===== config.mk =====
export PLATFORM = sky130hd
export DESIGN_NAME = gdh_div
export DESIGN_NICKNAME = d
export VERILOG_FILES = /design/src/hw/rtl/gdh_pkg.sv /design/src/hw/rtl/gdh_div.sv
export SDC_FILE = /design/constraint.sdc
export NUM_CORES = 1
export LEC_CHECK = 0
export BUFFER_PORTS_ARGS = -buffer_cell sky130_fd_sc_hd__clkbuf_2
export CORE_MARGIN = 10
export CORE_UTILIZATION = 49
export CTS_CLUSTER_DIAMETER = 30
export DETAILED_ROUTE_END_ITERATION = 10
export MAX_ROUTING_LAYER = met4
export PLACE_DENSITY = 0.82
export SETUP_SLACK_MARGIN = 0.3
export SLEW_MARGIN = 10
export SYNTH_ARGS = -nofsm -noshare
export SYNTH_HDL_FRONTEND = slang
export SYNTH_SLANG_ARGS = --single-unit

===== constraint.sdc =====
create_clock -name i_clk -period 3.6 [get_ports i_clk]
set_input_delay 0.18 -clock i_clk [delete_from_list [all_inputs] [get_ports i_clk]]
set_output_delay 0.18 -clock i_clk [all_outputs]
set_load 0.005 [all_outputs]

===== src/hw/rtl/gdh_pkg.sv =====
// gdh_pkg: shared types, constants and tables for the gaussian density heat-map pixel block
// used by gdh_div and gaussian_density_heatmap_pixel; no dependencies
package gdh_pkg;

    localparam int MAX_POINTS = 1024;
    localparam int ADDR_W     = $clog2(MAX_POINTS);
    localparam int CNT_W      = $clog2(MAX_POINTS + 1);
    localparam int CX_SHIFT   = 6;
    localparam int HIT_LIM    = 64;
    localparam int EXP_LIMIT  = 12;
    localparam int SERIES_N   = 10;
    localparam int DIV_W      = 54;
    localparam int DEN_W      = 45;
    localparam int ACC_W      = 41;

    typedef enum logic [1:0] {
        OP_CLEAR  = 2'd0,
        OP_LOAD   = 2'd1,
        OP_RENDER = 2'd2
    } t_op;

    typedef enum logic [4:0] {
        S_IDLE,
        S_RD,
        S_PT,
        S_SQY,
        S_D2,
        S_ARG,
        S_MA,
        S_MB,
        S_MC,
        S_EXP,
        S_ACC,
        S_AVG,
        S_AVGW,
        S_V,
        S_P,
        S_LV,
        S_LVW,
        S_EMIT
    } t_state;

    typedef struct packed {
        logic               start;
        logic [DIV_W-1:0]   num;
        logic [DEN_W-1:0]   den;
    } t_div_req;

    typedef struct packed {
        logic               done;
        logic [DIV_W-1:0]   quo;
    } t_div_rsp;

    typedef logic [30:0] t_exp_tab [0:EXP_LIMIT-1];
    typedef logic [20:0] t_norm_tab [0:2];

    // e^-n in q1.30, repeated rounded multiply by e^-1
    function automatic t_exp_tab f_exp_tab();
        t_exp_tab        tab;
        longint unsigned v;
        v = 64'd1 << 30;
        for (int n = 0; n < EXP_LIMIT; n++) begin
            tab[n] = v[30:0];
            v = (v * 64'd395007542 + (64'd1 << 29)) >> 30;
        end
        return tab;
    endfunction

    localparam t_exp_tab  EXP_TAB  = f_exp_tab();
    localparam t_norm_tab NORM_TAB = '{21'd209161, 21'd591596, 21'd1673285};

    // floor((2^32-1)/k) for the series divisors
    function automatic logic [31:0] f_recip(input logic [3:0] k);
        logic [31:0] r;
        case (k)
            4'd1:    r = 32'd4294967295;
            4'd2:    r = 32'd2147483647;
            4'd3:    r = 32'd1431655765;
            4'd4:    r = 32'd1073741823;
            4'd5:    r = 32'd858993459;
            4'd6:    r = 32'd715827882;
            4'd7:    r = 32'd613566756;
            4'd8:    r = 32'd536870911;
            4'd9:    r = 32'd477218588;
            4'd10:   r = 32'd429496729;
            default: r = 32'd0;
        endcase
        return r;
    endfunction

endpackage


===== src/hw/rtl/gdh_div.sv =====
// gdh_div: restoring divider, one quotient bit per cycle
// depends on gdh_pkg for widths and the request and response structs
module gdh_div (
    input  logic              i_clk,
    input  logic              i_rst_n,
    input  gdh_pkg::t_div_req i_req,
    output gdh_pkg::t_div_rsp o_rsp
);

    logic                       r_busy;
    logic                       r_done;
    logic [5:0]                 r_cnt;
    logic [gdh_pkg::DEN_W-1:0]  r_rem;
    logic [gdh_pkg::DEN_W-1:0]  r_den;
    logic [gdh_pkg::DIV_W-1:0]  r_quo;
    logic [gdh_pkg::DEN_W:0]    rem_sh;
    logic [gdh_pkg::DEN_W:0]    rem_sub;
    logic                       ge;

    assign rem_sh  = {r_rem, r_quo[gdh_pkg::DIV_W-1]};
    assign ge      = rem_sh >= {1'b0, r_den};
    assign rem_sub = rem_sh - {1'b0, r_den};

    always_ff @(posedge i_clk) begin
        if (!i_rst_n) begin
            r_busy <= 1'b0;
            r_done <= 1'b0;
            r_cnt  <= '0;
        end else begin
            r_done <= 1'b0;
            if (i_req.start) begin
                r_busy <= 1'b1;
                r_cnt  <= '0;
            end else if (r_busy) begin
                r_cnt <= r_cnt + 6'd1;
                if (r_cnt == 6'(gdh_pkg::DIV_W - 1)) begin
                    r_busy <= 1'b0;
                    r_done <= 1'b1;
                end
            end
        end
    end

    always_ff @(posedge i_clk) begin
        if (i_req.start) begin
            r_rem <= '0;
            r_den <= i_req.den;
            r_quo <= i_req.num;
        end else if (r_busy) begin
            r_rem <= ge ? rem_sub[gdh_pkg::DEN_W-1:0] : rem_sh[gdh_pkg::DEN_W-1:0];
            r_quo <= {r_quo[gdh_pkg::DIV_W-2:0], ge};
        end
    end

    assign o_rsp.done = r_done;
    assign o_rsp.quo  = r_quo;

endmodule


After elaboration in Yosys (flattened, before gate mapping)
Index checks and enable logic that the tools add are counted.
{"block": "word_totals", "ff_bits": 152, "in_bits": 102, "out_inout_bits": 55, "word_cells": 22}
{"block": "op_classes", "n_addsub": 2, "n_lt_le_gt_ge": 1, "eq_ne": 1, "mux": 7, "n_bitwise": 2, "reduce_logical": 3}
{"operator": "54-bit 2-to-1 mux", "count": 2}
{"operator": "46-bit by 45-bit greater-or-equal comparator with 1-bit output", "count": 1}
{"operator": "45-bit 2-to-1 mux", "count": 1}
{"operator": "45-bit subtractor", "count": 1}
{"operator": "6-bit by 1-bit adder with 6-bit output, second input constant", "count": 1}
{"operator": "6-bit equality test, second input constant", "count": 1}
{"operator": "1-bit 2-to-1 mux", "count": 4}
{"operator": "3-bit OR reduction", "count": 1}
{"operator": "1-bit inverter", "count": 2}
{"operator": "2-bit nonzero test", "count": 1}
{"operator": "2-bit OR reduction", "count": 1}

Depth between registers and ports, before layout
{"block": "logic_depth", "ltp_word": 4, "depth_mapped": 14, "mapped_depth_nobuf": 13}

Worst setup path before layout
Ideal clock, no wire load.
{"block": "synth_path", "kind": "reg2reg", "startpoint": "reg r_quo[53] (netlist name)", "endpoint": "reg r_quo[0] (netlist name) (data pin)", "setup_time_ns": 0.260, "t_arrival_ns": 2.685, "required_time_ns": 3.340, "slack_ns": 0.656, "stages_incl_launch_ff": 14, "n_path_buf": 1, "synth_period_minus_slack_ns": 2.944, "cell_sequence": "edfxtp_1 > inv_1 > ha_1 > inv_1 > fa_1 > a211oi_1 > o21a_1 > a211oi_2 > o21ai_1 > a211oi_2 > o21ai_1 > nand2_4 > buf_2 > mux2_2"}
{"block": "synth_between", "elab_chain_cells": 3}
{"item": "start: declaration", "line_no": "gdh_div.sv:15", "rtl": "logic [gdh_pkg::DIV_W-1:0] r_quo;"}
{"item": "start signal: assignment", "line_no": "gdh_div.sv:48", "rtl": "r_quo <= i_req.num;"}
{"item": "start signal: assignment", "line_no": "gdh_div.sv:51", "rtl": "r_quo <= {r_quo[gdh_pkg::DIV_W-2:0], ge};"}
{"item": "46-bit by 45-bit greater-or-equal comparator with 1-bit output", "line_no": "gdh_div.sv:21", "rtl": "assign ge = rem_sh >= {1'b0, r_den};"}
{"item": "54-bit 2-to-1 mux", "line_no": "gdh_div.sv:49", "rtl": "end else if (r_busy) begin"}
{"item": "54-bit 2-to-1 mux", "line_no": "gdh_div.sv:45", "rtl": "if (i_req.start) begin"}
No other way between the ends. The select of a mux whose other input is x is not followed.
A chain may end at the register's enable or synchronous reset.

Final worst setup path
{"block": "layout_path", "startpoint": "reg r_quo[53] (netlist name)", "endpoint": "reg r_rem[43] (netlist name)"}
{"block": "layout_between", "elab_chain_cells": 2, "word_cells_on_any_way": 3, "cone_classes": "add/sub (1); order compare (1); mux (1)"}
{"item": "45-bit subtractor / 46-bit by 45-bit greater-or-equal comparator with 1-bit output (equally long branches)", "line_no": "gdh_div.sv:22, gdh_div.sv:21"}
{"item": "45-bit 2-to-1 mux (*)", "line_no": "gdh_div.sv:50", "rtl": "r_rem <= ge ? rem_sub[gdh_pkg::DEN_W-1:0] : rem_sh[gdh_pkg::DEN_W-1:0];"}
{"item": "end signal: assignment", "line_no": "gdh_div.sv:50"}
{"item": "end: declaration", "line_no": "gdh_div.sv:13", "rtl": "logic [gdh_pkg::DEN_W-1:0] r_rem;"}
Every way passes the cells marked *; elsewhere a longest branch is shown, timed or not.

==> flow_summary.yaml <==
power_and_ir_drop:
  ir_worst_vdd_mv: 0.346
  power_density_nw_per_um2: 466
  power.leakage_nw: 4.54
yosys:
  synth.yosys.warnings: 0
  yosys.area.top_type_share_pct: 33.9
  synth_cell_types: 67
  ys_ff_latch: 152
  synth_fp_nets: 1033
  yosys.cell_count.top_type: "sky130_fd_sc_hd__nand2_1"
  synth.avg_cell_area_um2: 9.95
  synth.top_cells.by_count: "112 x sky130_fd_sc_hd__nand2_1, 99 x sky130_fd_sc_hd__edfxtp_1, 62 x sky130_fd_sc_hd__a21oi_1, 62 x sky130_fd_sc_hd__inv_1, 60 x sky130_fd_sc_hd__nor2_1"
  fraction_of_synthesis_flops_using_an_asynchronous_set_or_reset_pin_pct: 0
  synth_edf_count: 99
  post_synth_inst_count: 883
  synth-main-ff-cell: "sky130_fd_sc_hd__edfxtp_1"
  netlist.top_cell.by_area: "sky130_fd_sc_hd__edfxtp_1"
  post_synthesis_cell_area_um2: 8780
  top_cells_by_area_in_the_synthesized_netlist: "sky130_fd_sc_hd__edfxtp_1 34%, sky130_fd_sc_hd__dfxtp_1 12%, sky130_fd_sc_hd__mux2_2 6.9%"
  synth_sequential_area_ratio_pct: 45.9
sta:
  timing_worst_slew_pin_value_ps: 801
  final_critical_path_required_period_ps: 3110
  maxClockFrequency_mhz: 322
  max_clock_skew_ps: 22.5
  worst_slew_margin_rel_pct: 46.6
  fin_ws_ps: 494
  fin_crit_sh_pct: 86.3
  fin_hold_ws_ps: 39.4
  grt_setup_unrepaired: "true"
  setup_viol_count_final: 0
  finalSetupTns_ps: 0
  number_of_endpoints_with_negative_hold_slack_in_the_final_report: 0
  slew_viol_final: 0
run:
  max_cap_violations: 0
outcome:
  run_status: "completed"
clock_tree:
  tritoncts_clock_tree: "yes"
  cts-htree-levels: 4
  cts_buffer_depth: 2
  clock-root-buffer: "sky130_fd_sc_hd__clkbuf_16"
  cts_buffers: 17
  clkTransAtPathRegs_ps: 70
  cts.sinks: 152
  clkLatencyLatePin_ps: 440
min_path:
  hold-path-cell-count: 2
  worstHoldPathType: "primary input to flop"
die:
  core_area_um2: 17400
  die_w_um: 154
  effective_utilization_at_floorplan_pct: 50.4
  row_count: 48
  design.portCount: 157
  floorplan.die.height_um: 154
  design.die.area_um2: 23700
cells_and_area:
  final-instance-count-excl-fill: 1308
  drive_above_1_share_pct: 25.3
  area_growth_pct: 23.3
  final_net_count: 1220
  antennaDiodeCount: 0
grt:
  grt_start_max_net_pins: 79
  grt_util_all_layers_pct: 19.5
  grt_pass1_vias: 7607
  initial_antenna_violation_count: 0
  first_pass_grt_wire_length_um: 37300
  globalRoute.totalOverflow: 0
detailed_routing:
  wl_per_cell_um: 17.7
  viasPerCell: 5.70
  dr_total_vias: 7450
  finalWirelength_um: 23100
  number_of_design_rule_violations_left_by_the_first_detailed_router_iteration: 601
  detailedRoute.firstPassIterationCount: 5
  ant_nets: 0
  remaining_drc_errors: 0
placement:
  io_buffer_count: 156
  dpl.hpwl_um: 16600
  gpl.final_weighted_congestion: 0.956
  dp_slack_ps: 325
  number_of_instances_in_the_placed_design: 1227
worst_setup_path:
  worst-endpoint-required_ps: 3940
  timing.critical_path.fanout_max: 15
  worst_path_max_delay_cell: "sky130_fd_sc_hd__fa_1"
  setup.worst_path.class: "flop to flop"
  cp_cell_sequence: "inv_1 > ha_1 > inv_1 > fa_1 > a211oi_1 > o21a_2 > a211oi_2 > o21ai_2 > a211oi_2 > o21a_2 > nor2_4 > buf_6 > a2111oi_0 > o41ai_1"
  timing.critical_path.slowest_cell_delay_ps: 420
  critPathArrivalTime_ps: 3440
  endpoint_kind: "flop"
  worstSetupStartpointType: "flop"
  timing.reg2reg.worst_path_depth: 14
[state kept, by name (all words and copies together), names as in the netlist]
name,count
r_quo,54
r_busy,1
r_rem,45
r_cnt,6
r_den,45
r_done,1
[final cells by class]
class	instances	area, um2
multi-input cells	622	4310
repair buffers	214	1350
flip-flops and latches	152	4040
fillers	1419	6590
clock inverters	15	185
clock buffers	17	425
inverters	63	236
well taps	225	282
[what timing repair did]
action | 4_1_cts | 5_1_grt
endpoints found under the setup margin | 2 | 45
hold buffers | 46 | 0
gates resized for setup | 2 | 7
pin swaps | 1 | 4
cloned | 1 | 0
endpoints found under the hold margin | 46 | 0
buffers inserted | 0 | 2
[path summary, 6_finish.rpt]
check / startpoint / end / slack (ps)
max: r_quo[53] / r_rem[43] / 490
min: i_req[51] / r_quo[6] / 40
max reg2reg: r_quo[53] / r_rem[43] / 490
min reg2reg: r_cnt[5] / r_cnt[5] / 490
[stage by stage]
step | cell area [um2] | util, % | power (mW)
final | 10800 | 62.2 | 5.05
after global routing | 10800 | 62.2 | 5.27
after CTS | 10800 | 61.9 | 5.06
after detailed placement | 9700 | 55.7 | 3.15
after global placement | 9700 | 55.7 | 3.13
after floorplan | 8780 | - | 2.84
[cell usage in the layout, fill, tap and decap left out, types with 8 or more instances in the layout]
cell type | Yosys | routed
sky130_fd_sc_hd__a211oi_1 | 8 | 8
sky130_fd_sc_hd__a21o_1 | 16 | 16
sky130_fd_sc_hd__a21oi_1 | 62 | 62
sky130_fd_sc_hd__a311oi_1 | 27 | 27
sky130_fd_sc_hd__buf_4 | 7 | 11
sky130_fd_sc_hd__clkbuf_16 | 0 | 17
sky130_fd_sc_hd__clkbuf_2 | 1 | 155
sky130_fd_sc_hd__dfxtp_1 | 53 | 52
sky130_fd_sc_hd__dlygate4sd3_1 | 0 | 46
sky130_fd_sc_hd__edfxtp_1 | 99 | 99
sky130_fd_sc_hd__ha_1 | 47 | 47
sky130_fd_sc_hd__inv_1 | 62 | 62
sky130_fd_sc_hd__mux2_2 | 54 | 54
sky130_fd_sc_hd__nand2_1 | 112 | 111
sky130_fd_sc_hd__nand3_1 | 17 | 17
sky130_fd_sc_hd__nand4_1 | 21 | 21
sky130_fd_sc_hd__nor2_1 | 60 | 60
sky130_fd_sc_hd__o211ai_1 | 9 | 9
sky130_fd_sc_hd__o21ai_0 | 34 | 33
sky130_fd_sc_hd__o21bai_1 | 11 | 11
sky130_fd_sc_hd__xnor2_1 | 25 | 25
sky130_fd_sc_hd__xor2_1 | 15 | 15
[worst max-delay path: cells and delay by family, from the launching register on]
kind | cells | cell delay [ps]
AO/OA/AOI/OAI | 8 | 1550
adder cells (fa/ha/maj) | 2 | 580
flip-flops | 1 | 400
buffers and inverters | 3 | 320
AND/OR/NAND/NOR | 1 | 160
[cell families (layout without fill, tap and decap cells)]
kind of cell	Yosys count	after routing	share of synthesized area, %
flops	152	152	45.9
buf+inv	110	309	5.21
mux	58	58	7.38
fa+ha+maj	48	48	6.92
simple gates	253	254	13.2
xor+xnor	40	40	3.99
compound gates	222	222	17.4
[report_power, final]
group          switching (mW)  leakage, nW  internal [mW]
clock network           0.810        0.297           1.05
registers              0.0871         1.42           2.03
logic                   0.597         2.82          0.468
total                    1.49         4.54           3.55
[layer usage]
metal	track usage, %	part of all wire [%]
met1	23.3	43
met2	30.1	46
met3	7.22	9.4
met4	5.98	1.9
met5	-	0
Note: power is estimated with default switching activity, not from simulation.
